[src/sv/rpgc_pkg.sv]
`timescale 1ns / 1ps
// Shared types and constants of the row pair gain corrector.
// No dependencies; every other file but rpgc_checker imports this package.
package rpgc_pkg;

	localparam int PIX_W       = 8;
	localparam int DIM_W       = 13;
	localparam int CNT_W       = 12;
	localparam int RATIO_W     = 9;
	localparam int GAIN_W      = 17;
	localparam int LVL_W       = 11;  // 256 + ratio, signed
	localparam int ADJ_W       = 10;  // interpolated gain after clamping at zero
	localparam int DIVIDEND_W  = 21;
	localparam int DIVISOR_W   = 13;
	localparam int CFG_IDX_W   = 3;
	localparam int CFG_DATA_W  = 13;
	localparam int QUEUE_DEPTH = 2;
	localparam int QPTR_W      = $clog2(QUEUE_DEPTH);
	localparam int QCNT_W      = $clog2(QUEUE_DEPTH + 1);

	localparam logic [DIM_W-1:0]      MAX_WIDTH     = 13'd4096;
	localparam logic [DIM_W-1:0]      MAX_HEIGHT    = 13'd4096;
	localparam logic [DIM_W-1:0]      RESET_WIDTH   = 13'd640;
	localparam logic [DIM_W-1:0]      RESET_HEIGHT  = 13'd480;
	localparam logic [GAIN_W-1:0]     UNITY_GAIN    = 17'd256;
	localparam logic [ADJ_W-1:0]      UNITY_ADJ     = 10'd256;
	localparam logic [GAIN_W-1:0]     GAIN_ALL_ONES = 17'h1FFFF;
	localparam logic [DIVIDEND_W-1:0] RECIP_NUM     = DIVIDEND_W'(256 * 256 + 128);
	localparam logic [PIX_W-1:0]      PIX_MAX       = 8'd255;
	localparam int                    GAIN_SHIFT    = 8;

	typedef enum logic [CFG_IDX_W-1:0] {
		REG_WIDTH   = 3'd0,
		REG_HEIGHT  = 3'd1,
		REG_REVERSE = 3'd2,
		REG_TOP     = 3'd3,
		REG_BOTTOM  = 3'd4
	} cfg_reg_t;

	// Dimensions are stored already clamped to 1 .. MAX.
	typedef struct packed {
		logic [DIM_W-1:0]   width;
		logic [DIM_W-1:0]   height;
		logic               reverse;
		logic [RATIO_W-1:0] top_ratio;
		logic [RATIO_W-1:0] bottom_ratio;
	} cfg_t;

	typedef struct packed {
		logic [PIX_W-1:0] pixel;
		logic [CNT_W-1:0] row;
		logic             new_pair;
		logic             frame_end;
	} pix_item_t;

endpackage

[src/sv/rpgc_front.sv]
`timescale 1ns / 1ps
// Front end: takes pixels, tracks column and row, tags pair starts and frame ends.
// Depends on rpgc_pkg.
module rpgc_front import rpgc_pkg::*; (
	input  logic             clk,
	input  logic             arst_n,
	input  cfg_t             cfg,
	input  logic             in_valid,
	output logic             in_ready,
	input  logic [PIX_W-1:0] pixel_in,
	input  logic             frame_start,
	input  logic             q_full,
	output logic             push,
	output pix_item_t        item
);

	logic [CNT_W-1:0] column_q;
	logic [CNT_W-1:0] row_q;
	logic [CNT_W-1:0] col_c;
	logic [CNT_W-1:0] row_c;
	logic             row_end;
	logic             frame_end;

	assign in_ready = !q_full;
	assign push     = in_valid && !q_full;

	always_comb begin
		col_c     = frame_start ? '0 : column_q;
		row_c     = frame_start ? '0 : row_q;
		row_end   = ({1'b0, col_c} + 13'd1) >= cfg.width;
		frame_end = row_end && (({1'b0, row_c} + 13'd1) >= cfg.height);

		item.pixel     = pixel_in;
		item.row       = row_c;
		item.new_pair  = (col_c == '0) && !row_c[0];
		item.frame_end = frame_end;
	end

	always_ff @(posedge clk or negedge arst_n) begin
		if (!arst_n) begin
			column_q <= '0;
			row_q    <= '0;
		end else if (push) begin
			if (row_end) begin
				column_q <= '0;
				row_q    <= frame_end ? '0 : row_c + 12'd1;
			end else begin
				column_q <= col_c + 12'd1;
				row_q    <= row_c;
			end
		end
	end

endmodule

[src/sv/rpgc_queue.sv]
`timescale 1ns / 1ps
// Short queue between the front end and the gain back end.
// Depends on rpgc_pkg.
module rpgc_queue import rpgc_pkg::*; (
	input  logic      clk,
	input  logic      arst_n,
	input  logic      push,
	input  pix_item_t item,
	output logic      full,
	input  logic      pop,
	output logic      head_valid,
	output pix_item_t head
);

	pix_item_t         mem_q [QUEUE_DEPTH];
	logic [QPTR_W-1:0] wr_q;
	logic [QPTR_W-1:0] rd_q;
	logic [QCNT_W-1:0] count_q;

	assign full       = count_q == QCNT_W'(QUEUE_DEPTH);
	assign head_valid = count_q != '0;
	assign head       = mem_q[rd_q];

	always_ff @(posedge clk) begin
		if (push)
			mem_q[wr_q] <= item;
	end

	always_ff @(posedge clk or negedge arst_n) begin
		if (!arst_n) begin
			wr_q    <= '0;
			rd_q    <= '0;
			count_q <= '0;
		end else begin
			if (push)
				wr_q <= (wr_q == QPTR_W'(QUEUE_DEPTH - 1)) ? '0 : wr_q + 1'b1;
			if (pop)
				rd_q <= (rd_q == QPTR_W'(QUEUE_DEPTH - 1)) ? '0 : rd_q + 1'b1;
			if (push && !pop)
				count_q <= count_q + 1'b1;
			else if (pop && !push)
				count_q <= count_q - 1'b1;
		end
	end

endmodule

[src/sv/rpgc_div.sv]
`timescale 1ns / 1ps
// Restoring divider, one quotient bit per cycle, shared by both gain divisions.
// Depends on rpgc_pkg.
module rpgc_div import rpgc_pkg::*; (
	input  logic                  clk,
	input  logic                  arst_n,
	input  logic                  start,
	input  logic [DIVIDEND_W-1:0] dividend,
	input  logic [DIVISOR_W-1:0]  divisor,
	output logic                  done,
	output logic [DIVIDEND_W-1:0] quotient
);

	localparam int DCNT_W = $clog2(DIVIDEND_W);
	localparam logic [DCNT_W-1:0] LAST_STEP = DCNT_W'(DIVIDEND_W - 1);

	logic [DIVIDEND_W-1:0] quo_q;
	logic [DIVISOR_W-1:0]  rem_q;
	logic [DIVISOR_W-1:0]  divisor_q;
	logic [DCNT_W-1:0]     cnt_q;
	logic                  busy_q;
	logic                  done_q;
	logic [DIVISOR_W:0]    rem_sh;
	logic [DIVISOR_W:0]    trial;
	logic                  ge;

	always_comb begin
		rem_sh = {rem_q, quo_q[DIVIDEND_W-1]};
		trial  = rem_sh - {1'b0, divisor_q};
		ge     = rem_sh >= {1'b0, divisor_q};
	end

	assign done     = done_q;
	assign quotient = quo_q;

	always_ff @(posedge clk or negedge arst_n) begin
		if (!arst_n) begin
			quo_q     <= '0;
			rem_q     <= '0;
			divisor_q <= '0;
			cnt_q     <= '0;
			busy_q    <= 1'b0;
			done_q    <= 1'b0;
		end else if (start) begin
			quo_q     <= dividend;
			rem_q     <= '0;
			divisor_q <= divisor;
			cnt_q     <= '0;
			busy_q    <= 1'b1;
			done_q    <= 1'b0;
		end else if (busy_q) begin
			// remainder stays below the divisor, so the low bits are enough
			rem_q <= ge ? trial[DIVISOR_W-1:0] : rem_sh[DIVISOR_W-1:0];
			quo_q <= {quo_q[DIVIDEND_W-2:0], ge};
			cnt_q <= cnt_q + 1'b1;
			if (cnt_q == LAST_STEP) begin
				busy_q <= 1'b0;
				done_q <= 1'b1;
			end
		end else begin
			done_q <= 1'b0;
		end
	end

endmodule

[src/sv/rpgc_back.sv]
`timescale 1ns / 1ps
// Back end: works out the pair gain at each pair start, scales pixels, holds the output.
// Depends on rpgc_pkg and rpgc_div.
module rpgc_back import rpgc_pkg::*; (
	input  logic             clk,
	input  logic             arst_n,
	input  cfg_t             cfg,
	input  logic             head_valid,
	input  pix_item_t        head,
	output logic             pop,
	output logic             out_valid,
	input  logic             out_ready,
	output logic [PIX_W-1:0] out_pixel,
	output logic             out_last
);

	typedef enum logic [3:0] {
		ST_IDLE,
		ST_PREP,
		ST_MUL,
		ST_Q_GO,
		ST_Q_WAIT,
		ST_CLASS,
		ST_R_GO,
		ST_R_WAIT,
		ST_APPLY
	} state_t;

	localparam int PROD_W = PIX_W + GAIN_W;

	function automatic logic [PIX_W-1:0] scale_pix(input logic [PIX_W-1:0] p,
			input logic [GAIN_W-1:0] g);
		logic [PROD_W-1:0] prod;
		prod = {{GAIN_W{1'b0}}, p} * {{PIX_W{1'b0}}, g};
		if (|prod[PROD_W-1:GAIN_SHIFT+PIX_W])
			return PIX_MAX;
		return prod[GAIN_SHIFT+PIX_W-1:GAIN_SHIFT];
	endfunction

	state_t                   state_q;
	pix_item_t                hold_q;
	logic [CNT_W-1:0]         t_q;
	logic signed [LVL_W-1:0]  diff_q;
	logic                     neg_q;
	logic [DIVIDEND_W-1:0]    mag_q;
	logic [ADJ_W-1:0]         adj_q;
	logic [GAIN_W-1:0]        gain_q;
	logic                     sel_q;
	logic                     active_q;
	logic                     out_valid_q;
	logic [PIX_W-1:0]         out_pixel_q;
	logic                     out_last_q;

	logic                     out_free;
	logic                     out_load;
	logic signed [LVL_W-1:0]  top_lvl;
	logic signed [LVL_W-1:0]  bot_lvl;
	logic signed [DIM_W:0]    t_raw;
	logic signed [DIM_W:0]    h_last;
	logic [CNT_W-1:0]         t_c;
	logic signed [24:0]       num_c;
	logic [24:0]              num_abs;
	logic signed [LVL_W:0]    q_s;
	logic signed [LVL_W:0]    adj_s;
	logic                     div_start;
	logic [DIVIDEND_W-1:0]    div_dividend;
	logic [DIVISOR_W-1:0]     div_divisor;
	logic                     div_done;
	logic [DIVIDEND_W-1:0]    div_quotient;
	logic                     hit_head;

	assign out_free = !out_valid_q || out_ready;

	always_comb begin
		top_lvl = 11'sd256 + $signed({{(LVL_W-RATIO_W){cfg.top_ratio[RATIO_W-1]}},
			cfg.top_ratio});
		bot_lvl = 11'sd256 + $signed({{(LVL_W-RATIO_W){cfg.bottom_ratio[RATIO_W-1]}},
			cfg.bottom_ratio});

		// height term, clamped to 0 .. H-1
		h_last = $signed({1'b0, cfg.height}) - 14'sd1;
		if (cfg.reverse)
			t_raw = h_last - $signed({2'b00, hold_q.row});
		else
			t_raw = $signed({2'b00, hold_q.row});
		if (t_raw < 0)
			t_c = '0;
		else if (t_raw > h_last)
			t_c = h_last[CNT_W-1:0];
		else
			t_c = t_raw[CNT_W-1:0];

		num_c   = 25'(diff_q) * 25'($signed({1'b0, t_q})) + 25'(cfg.height >> 1);
		num_abs = num_c[24] ? 25'(-num_c) : 25'(num_c);

		// truncation toward zero: divide the magnitude, then restore the sign
		q_s   = neg_q ? -$signed({2'b00, div_quotient[ADJ_W-1:0]})
		              : $signed({2'b00, div_quotient[ADJ_W-1:0]});
		adj_s = $signed({top_lvl[LVL_W-1], top_lvl}) + q_s;

		div_start    = (state_q == ST_Q_GO) || (state_q == ST_R_GO);
		div_dividend = (state_q == ST_R_GO) ? RECIP_NUM : mag_q;
		div_divisor  = (state_q == ST_R_GO) ? DIVISOR_W'(adj_q) : cfg.height;

		hit_head = active_q && (head.row[0] == sel_q);
		pop      = (state_q == ST_IDLE) && head_valid && (head.new_pair || out_free);
		out_load = ((state_q == ST_IDLE) && pop && !head.new_pair)
			|| ((state_q == ST_APPLY) && out_free);
	end

	rpgc_div u_div (
		.clk      (clk),
		.arst_n   (arst_n),
		.start    (div_start),
		.dividend (div_dividend),
		.divisor  (div_divisor),
		.done     (div_done),
		.quotient (div_quotient)
	);

	always_ff @(posedge clk or negedge arst_n) begin
		if (!arst_n) begin
			state_q     <= ST_IDLE;
			hold_q      <= '0;
			t_q         <= '0;
			diff_q      <= '0;
			neg_q       <= 1'b0;
			mag_q       <= '0;
			adj_q       <= '0;
			gain_q      <= UNITY_GAIN;
			sel_q       <= 1'b0;
			active_q    <= 1'b0;
			out_valid_q <= 1'b0;
			out_pixel_q <= '0;
			out_last_q  <= 1'b0;
		end else begin
			if (out_load)
				out_valid_q <= 1'b1;
			else if (out_valid_q && out_ready)
				out_valid_q <= 1'b0;

			case (state_q)
				ST_IDLE: begin
					if (pop) begin
						if (head.new_pair) begin
							hold_q  <= head;
							state_q <= ST_PREP;
						end else begin
							out_pixel_q <= hit_head ? scale_pix(head.pixel, gain_q) : head.pixel;
							out_last_q  <= head.frame_end;
						end
					end
				end
				ST_PREP: begin
					t_q     <= t_c;
					diff_q  <= bot_lvl - top_lvl;
					state_q <= ST_MUL;
				end
				ST_MUL: begin
					neg_q   <= num_c[24];
					mag_q   <= num_abs[DIVIDEND_W-1:0];
					state_q <= ST_Q_GO;
				end
				ST_Q_GO: begin
					state_q <= ST_Q_WAIT;
				end
				ST_Q_WAIT: begin
					if (div_done) begin
						adj_q   <= adj_s[LVL_W] ? '0 : adj_s[ADJ_W-1:0];
						state_q <= ST_CLASS;
					end
				end
				ST_CLASS: begin
					if (adj_q == UNITY_ADJ) begin
						active_q <= 1'b0;
						gain_q   <= UNITY_GAIN;
						sel_q    <= 1'b0;
						state_q  <= ST_APPLY;
					end else if (adj_q > UNITY_ADJ) begin
						active_q <= 1'b1;
						gain_q   <= GAIN_W'(adj_q);
						sel_q    <= !cfg.reverse;
						state_q  <= ST_APPLY;
					end else begin
						// darker gain turns into a reciprocal on the other row
						active_q <= 1'b1;
						sel_q    <= cfg.reverse;
						if (adj_q == '0) begin
							gain_q  <= GAIN_ALL_ONES;
							state_q <= ST_APPLY;
						end else begin
							state_q <= ST_R_GO;
						end
					end
				end
				ST_R_GO: begin
					state_q <= ST_R_WAIT;
				end
				ST_R_WAIT: begin
					if (div_done) begin
						gain_q  <= div_quotient[GAIN_W-1:0];
						state_q <= ST_APPLY;
					end
				end
				ST_APPLY: begin
					if (out_free) begin
						out_pixel_q <= (active_q && (hold_q.row[0] == sel_q))
							? scale_pix(hold_q.pixel, gain_q) : hold_q.pixel;
						out_last_q  <= hold_q.frame_end;
						state_q     <= ST_IDLE;
					end
				end
				default: begin
					state_q <= ST_IDLE;
				end
			endcase
		end
	end

	assign out_valid = out_valid_q;
	assign out_pixel = out_pixel_q;
	assign out_last  = out_last_q;

endmodule

[src/sv/row_pair_gain_corrector_unit.sv]
`timescale 1ns / 1ps
// Row pair gain corrector. Gray pixels stream in raster order, one per cycle while the
// queue has room and the output is not stalled, and each comes out once, in order, on
// the master side. The first pixel of every even row holds the back end while the pair
// gain is worked out through a 21-step pass of a shared bit-serial divider, plus a
// second pass when a reciprocal gain has to be divided out. A two-entry queue lets two
// more pixels in while the divider runs. Configuration writes are always taken; make
// them while no pixel is in flight, and gain settings act from the next row pair on.
// Depends on rpgc_pkg, rpgc_front, rpgc_queue, rpgc_div and rpgc_back.
module row_pair_gain_corrector_unit import rpgc_pkg::*; (
	input  logic                  clk,
	input  logic                  arst_n,
	input  logic                  s_tvalid,
	output logic                  s_tready,
	input  logic [7:0]            s_tdata,   // [7:0] pixel_in
	input  logic                  s_tuser,   // [0] frame_start
	output logic                  m_tvalid,
	input  logic                  m_tready,
	output logic [7:0]            m_tdata,   // [7:0] pixel_out
	output logic                  m_tlast,   // frame_end
	input  logic                  cfg_valid,
	output logic                  cfg_ready,
	input  logic [CFG_IDX_W-1:0]  cfg_index,
	input  logic [CFG_DATA_W-1:0] cfg_data
);

	function automatic logic [DIM_W-1:0] eff_dim(input logic [DIM_W-1:0] v,
			input logic [DIM_W-1:0] maxv);
		if (v == '0)
			return DIM_W'(1);
		if (v > maxv)
			return maxv;
		return v;
	endfunction

	cfg_t      cfg_q;
	logic      q_full;
	logic      push;
	pix_item_t item;
	logic      pop;
	logic      head_valid;
	pix_item_t head;

	assign cfg_ready = 1'b1;

	always_ff @(posedge clk or negedge arst_n) begin
		if (!arst_n) begin
			cfg_q.width        <= RESET_WIDTH;
			cfg_q.height       <= RESET_HEIGHT;
			cfg_q.reverse      <= 1'b0;
			cfg_q.top_ratio    <= '0;
			cfg_q.bottom_ratio <= '0;
		end else if (cfg_valid) begin
			case (cfg_index)
				REG_WIDTH:   cfg_q.width        <= eff_dim(cfg_data, MAX_WIDTH);
				REG_HEIGHT:  cfg_q.height       <= eff_dim(cfg_data, MAX_HEIGHT);
				REG_REVERSE: cfg_q.reverse      <= cfg_data[0];
				REG_TOP:     cfg_q.top_ratio    <= cfg_data[RATIO_W-1:0];
				REG_BOTTOM:  cfg_q.bottom_ratio <= cfg_data[RATIO_W-1:0];
				default: begin
				end
			endcase
		end
	end

	rpgc_front u_front (
		.clk         (clk),
		.arst_n      (arst_n),
		.cfg         (cfg_q),
		.in_valid    (s_tvalid),
		.in_ready    (s_tready),
		.pixel_in    (s_tdata),
		.frame_start (s_tuser),
		.q_full      (q_full),
		.push        (push),
		.item        (item)
	);

	rpgc_queue u_queue (
		.clk        (clk),
		.arst_n     (arst_n),
		.push       (push),
		.item       (item),
		.full       (q_full),
		.pop        (pop),
		.head_valid (head_valid),
		.head       (head)
	);

	rpgc_back u_back (
		.clk        (clk),
		.arst_n     (arst_n),
		.cfg        (cfg_q),
		.head_valid (head_valid),
		.head       (head),
		.pop        (pop),
		.out_valid  (m_tvalid),
		.out_ready  (m_tready),
		.out_pixel  (m_tdata),
		.out_last   (m_tlast)
	);

endmodule

[config.mk]
export PLATFORM = sky130hd
export DESIGN_NAME = row_pair_gain_corrector_unit
export DESIGN_NICKNAME = d
export VERILOG_FILES = /design/src/sv/rpgc_pkg.sv /design/src/sv/rpgc_front.sv /design/src/sv/rpgc_queue.sv /design/src/sv/rpgc_div.sv /design/src/sv/rpgc_back.sv /design/src/sv/row_pair_gain_corrector_unit.sv
export SDC_FILE = /design/constraint.sdc
export NUM_CORES = 2
export LEC_CHECK = 0
export ABC_AREA = 0
export BUFFER_PORTS_ARGS = -buffer_cell sky130_fd_sc_hd__buf_2
export CAP_MARGIN = 20
export CORE_MARGIN = 2
export CORE_UTILIZATION = 60
export DETAILED_ROUTE_END_ITERATION = 10
export PLACE_DENSITY_LB_ADDON = 0.3
export SLEW_MARGIN = 20
export SYNTH_ARGS = -nofsm -noshare
export SYNTH_HDL_FRONTEND = slang
export SYNTH_HIERARCHICAL = 1
export SYNTH_SLANG_ARGS = --single-unit
[constraint.sdc]
create_clock -name clk -period 15.9 [get_ports clk]
set_input_delay 2.385 -clock clk [delete_from_list [all_inputs] [get_ports clk]]
set_output_delay 2.385 -clock clk [all_outputs]
set_load 0.01 [all_outputs]
Word-level counts from Yosys, hierarchy flattened. Memory sizes are Yosys's and may differ from the RTL's. Cells that the tools add are included. W data, S select, Z words.

Order comparisons: 7. Reductions and logical operators: 47. Multiply operators: 3. Multiplexer cells: 90. Add/sub/neg operators: 19. Equality and inequality tests: 25.

Operators with widths (count): $mux W13 (10); $mux W12 (8); $mux W21 (4); $mux W8 (9); $mux W17 (4); $mul A8 B17 Y25 (2); $mux W1 (37); $pmux W4 S9 (1); $pmux W17 S2 (1); $mux W4 (8); $add A12 B1 Y13 const B (2); $ge A13 B13 Y1 (2); $add A25 B12 Y25 (1); $add A12 B1 Y12 const B (2); $mul A11 B13 Y24 (1); $add A10 B9 Y11 const A (2); $neg A21 Y21 (1); $reduce_or A9 Y1 (2); $eq A4 B3 Y1 const B (4); $pmux W8 S2 (1); $ge A14 B13 Y1 (1); $gt A14 B14 Y1 (1); $lt A14 B1 Y1 const B (1); $mux W14 (1); other kinds (43) (85).

Output and inout port bits: 12. Bits of input ports: 30. Bits in registers: 236. Bits in writable memories: 44. Memories kept: 1.

Memories: u_queue.mem_q (words 2, width 22, read ports 1, clocked after Yosys merged registers in 0, write ports 1, line rpgc_queue.sv:15) `pix_item_t mem_q [QUEUE_DEPTH];`.

Logic depth before layout (Yosys ltp). An unclocked memory read counts as a cell.

Word-level depth: 12. Mapped depth: 24.

By module. The synthesis kept the hierarchy.

Modules (own cells, without submodules): rpgc_back (cells each 2420, area an instance 20835.0 sq um, instances 1); rpgc_div (cells each 337, area an instance 3189.3 sq um, instances 1); rpgc_front (cells each 302, area an instance 2376.0 sq um, instances 1); row_pair_gain_corrector_unit (cells each 143, area an instance 1808.0 sq um, instances 1); rpgc_queue (cells each 84, area an instance 1780.5 sq um, instances 1).

Least setup slack after synthesis. OpenSTA, ideal clock, no wires.

Path type: reg-to-reg. Start point: register u_queue.rd_q. End point: register u_back.out_pixel_q[5], in the netlist u_back/out_pixel[5]. Data arrival time: 5.939 ns. Buffers on the path: 2. Clock period less this slack: 6.074 ns. Path slack: 9.826 ns. Stages on the path, launching flop included: 21. Path through: dfrtp_1 buf_6 mux2_2 clkbuf_1 and2_1 fa_1 fa_1 fa_1 inv_1 fa_1 inv_1 ha_1 a2111oi_4 o21ai_2 a311oi_1 a21oi_2 or3_4 a2111oi_4 nand4_4 o221ai_2 o211ai_1.

RTL lines: start: declaration (line rpgc_queue.sv:17) `logic [QPTR_W-1:0] rd_q;`; start signal: assignment (line rpgc_queue.sv:38) `rd_q <= (rd_q == QPTR_W'(QUEUE_DEPTH - 1)) ? '0 : rd_q + 1'b1;`; end signal: assignment (line rpgc_back.sv:149) `out_pixel_q <= hit_head ? scale_pix(head.pixel, gain_q) : head.pixel;`; end signal: assignment (line rpgc_back.sv:207) `out_pixel_q <= (active_q && (hold_q.row[0] == sel_q))`; end: declaration (line rpgc_back.sv:51) `logic [PIX_W-1:0] out_pixel_q;`.

==> out/metrics.yaml <==
status:
  run_status: "finished clean"
clock_network:
  cts-resized-gates: 0
  ctsLongestPathBuffers: 3
  cts_tree: "done"
  cts_htree_levels: 1
  holdBufCountCts: 0
  clkLatencyLatePin_ps: 610
  clockRootBuffer: "sky130_fd_sc_hd__clkbuf_16"
  cts-buffers-inserted: 30
  cts_num_sinks: 280
  postCtsSetupBuffers: 0
  cts.clk_slew.worst_paths_ps: 60
worst_setup_path:
  timing.critical_path.fanout_max: 23
  critical_path_required_ps: 16370
  setup.worst_path.start_class: "flip-flop"
  crit_arrival_ps: 7460
  timing_worst_setup_path_type: "flip-flop to flip-flop"
  worst_setup_path_end_kind: "flip-flop"
global_route:
  global_route.usage.total_pct: 27.56
  grt_remaining_overflow: 0
  grt_max_degree: 107
  grt_pass1_wl_mm: 115.2
  first_global_vias: 23370
  grt_antenna_before_repair: 1
cells_and_area:
  areaGrowthSynthToFinish_pct: 5.386
  layout-drive-gt1-share_pct: 7.477
  final_nets: 3805
  mostFrequentLayoutCells: "sky130_fd_sc_hd__inv_1 (464), sky130_fd_sc_hd__nand2_1 (390), sky130_fd_sc_hd__fa_1 (285)"
  antenna-diode-count: 0
  leading_cell_type_in_the_layout_fill_and_taps_excluded: "sky130_fd_sc_hd__inv_1"
yosys:
  async_reset_ff_share_pct: 84.29
  ys_ff_latch: 280
  post_synth_inst_count: 3286
  synth.net_count: 3863
  synth_ff_type: "sky130_fd_sc_hd__dfrtp_1"
  yosysSeqAreaShare_pct: 24.13
  netlist_cell_types: 102
  syn-mean-instance-area_um2: 9.126
  syn-cell-area_um2: 29990
  synthesis.yosys.warnings: 6
  post-synth-top-area-fraction_pct: 19.11
  synth-edff-count: 44
  synth_top_cell_by_area: "sky130_fd_sc_hd__dfrtp_1"
  synth_top_cells_by_area: "sky130_fd_sc_hd__dfrtp_1 (19%), sky130_fd_sc_hd__fa_1 (19%), sky130_fd_sc_hd__ha_1 (11%)"
sta:
  holdWs_ps: 471.0
  timing_worst_slew_pin_value_ps: 1041
  finalHoldViolCount: 0
  finalSetupTns_ps: 0
  min_period_ps: 6987
  setup_viol: 0
  fin_crit_sh_pct: 43.95
  rsz0062_at_grt: "no"
  clock-skew-final_ps: 46.15
  slew_viol_final: 0
  fmax_mhz: 143.1
  slew_headroom_pct: 30.63
min_path:
  min_path_type: "flip-flop to flip-flop"
routing:
  postRouteAntennaNets: 0
  vias: 22900
  first_iter_violations: 1628
  drt_pass1_iterations: 5
  avgViaCountPerCell: 5.851
  post-route-drc-count: 0
  routedWlPerCell_um: 17.76
  drt_wl_total_mm: 69.50
place:
  place.port_buffers: 40
  gp_congestion: 0.8617
  dpl.hpwl_mm: 52.68
floorplanning:
  die_area_um2: 51790
  io_pins: 42
  design.core.area_um2: 49150
  placementRows: 81
  initial_utilization_pct: 61.01
  die_x_um: 227.6
  die-height_um: 227.6
flow_run:
  drv.max_cap_violation_count: 0
## cell families after synthesis
kind of cell | Yosys count | share of synthesized area, %
simple gates | 1047 | 17.62
buf+inv | 610 | 7.906
compound gates | 551 | 12.23
fa+ha+maj | 547 | 29.96
flops | 280 | 24.13
xor+xnor | 128 | 3.738
mux | 122 | 4.406
other cells | 1 | 0.01250
## through the flow
step                      cell area [um2]  std cells  worst slack (ps)  utilization (%)
after CTS                           31590       3913              8970            64.26
after detailed placement            30520       3859              8997            62.09
after global placement              30520       3859              9212            62.09
final                               31600       3914              8913            64.30
after global routing                31600       3914              8640            64.30
after floorplan                     29990       3286              9826                -
## Yosys cell counts, types with 12 or more instances
cell type	instances
sky130_fd_sc_hd__nand3_1	42
sky130_fd_sc_hd__o21ai_1	14
sky130_fd_sc_hd__nand2b_1	26
sky130_fd_sc_hd__and2_1	251
sky130_fd_sc_hd__o21ai_0	173
sky130_fd_sc_hd__nor4_1	15
sky130_fd_sc_hd__nor2b_1	60
sky130_fd_sc_hd__a21o_1	41
sky130_fd_sc_hd__a22o_1	16
sky130_fd_sc_hd__mux2_2	72
sky130_fd_sc_hd__edfxtp_1	44
sky130_fd_sc_hd__a31oi_1	22
sky130_fd_sc_hd__nor2_1	131
sky130_fd_sc_hd__nor3_1	37
sky130_fd_sc_hd__a21oi_1	107
sky130_fd_sc_hd__fa_1	285
sky130_fd_sc_hd__xnor2_1	88
sky130_fd_sc_hd__o211ai_1	19
sky130_fd_sc_hd__o21a_1	12
sky130_fd_sc_hd__a211oi_1	19
sky130_fd_sc_hd__nand2_1	390
sky130_fd_sc_hd__nand4_1	16
sky130_fd_sc_hd__inv_1	464
sky130_fd_sc_hd__clkbuf_1	112
sky130_fd_sc_hd__dfrtp_1	229
sky130_fd_sc_hd__ha_1	262
sky130_fd_sc_hd__mux2i_1	48
sky130_fd_sc_hd__o31ai_1	22
sky130_fd_sc_hd__and3_1	22
sky130_fd_sc_hd__xor2_1	40
## layer usage
metal	vias up	GRT usage, %	wire [um]
met5	-	0	0
met4	0	8.138	1935
met3	155	2.555	3406
met2	698	49.39	35000
met1	11370	35.50	29150
li1	10680	-	-
## registers in the layout, summed over array words and instances, names as in the netlist, 2 cells and up
name,cells
u_back/u_div/cnt_q,5
u_back/u_div/divisor_q,13
u_back/mag_q,21
u_front/column_q,12
u_back/gain_q,17
cfg_q,45
u_queue/mem_q,44
u_back/adj_q,10
u_back/out_pixel,8
u_back/u_div/quotient,21
u_back/hold_q,21
u_queue/count_q,2
u_front/row_q,12
u_back/state_q,4
u_back/u_div/rem_q,13
u_back/t_q,12
u_back/diff_q,11
## worst max-delay path: stages, from the launching register on
cell                        delay [ps]
sky130_fd_sc_hd__dfrtp_1           950
sky130_fd_sc_hd__mux2_2            580
sky130_fd_sc_hd__and2_1            250
sky130_fd_sc_hd__fa_1              510
sky130_fd_sc_hd__fa_1              520
sky130_fd_sc_hd__fa_1              540
sky130_fd_sc_hd__inv_1              50
sky130_fd_sc_hd__fa_1              530
sky130_fd_sc_hd__inv_1              50
sky130_fd_sc_hd__ha_1              400
sky130_fd_sc_hd__a2111oi_4         380
sky130_fd_sc_hd__o21ai_2           140
sky130_fd_sc_hd__a311oi_1          410
sky130_fd_sc_hd__a21oi_2           130
sky130_fd_sc_hd__or3_4             390
sky130_fd_sc_hd__a2111oi_4         400
sky130_fd_sc_hd__nand4_4           250
sky130_fd_sc_hd__o221ai_2          240
sky130_fd_sc_hd__o211ai_1          120
## worst paths after layout
| kind | from | to | slack, ps | cells past startpoint |
|---|---|---|---|---|
| setup / recovery | u_queue/rd_q$_DFFE_PN0P_ | u_back/out_pixel[6]$_DFFE_PN0P_ | 8910 | 18 |
| hold / removal | u_back/mag_q[14]$_DFFE_PN0P_ | u_back/mag_q[14]$_DFFE_PN0P_ | 470 | 2 |
| setup reg to reg | u_queue/rd_q$_DFFE_PN0P_ | u_back/out_pixel[6]$_DFFE_PN0P_ | 8910 | 18 |
| hold reg to reg | u_back/mag_q[14]$_DFFE_PN0P_ | u_back/mag_q[14]$_DFFE_PN0P_ | 470 | 2 |
| max in group asynchronous | arst_n | u_front/row_q[10]$_DFFE_PN0P_ | 12660 | 2 |
| min in group asynchronous | arst_n | u_back/t_q[7]$_DFFE_PN0P_ | 1820 | 1 |
## final cells by class
type / instances / area, um2
Timing Repair Buffer: 53 / 311.5
Inverter: 467 / 1753
Tap cell: 664 / 830.8
Fill cell: 3989 / 17550
Sequential cell: 280 / 7237
Clock buffer: 41 / 884.6
Clock inverter: 13 / 185.2
Multi-Input combinational cell: 2396 / 20400
Power is left out: the tool's default activity adds up to more than one toggle a clock period on the data nets, which glitch-free logic cannot reach.
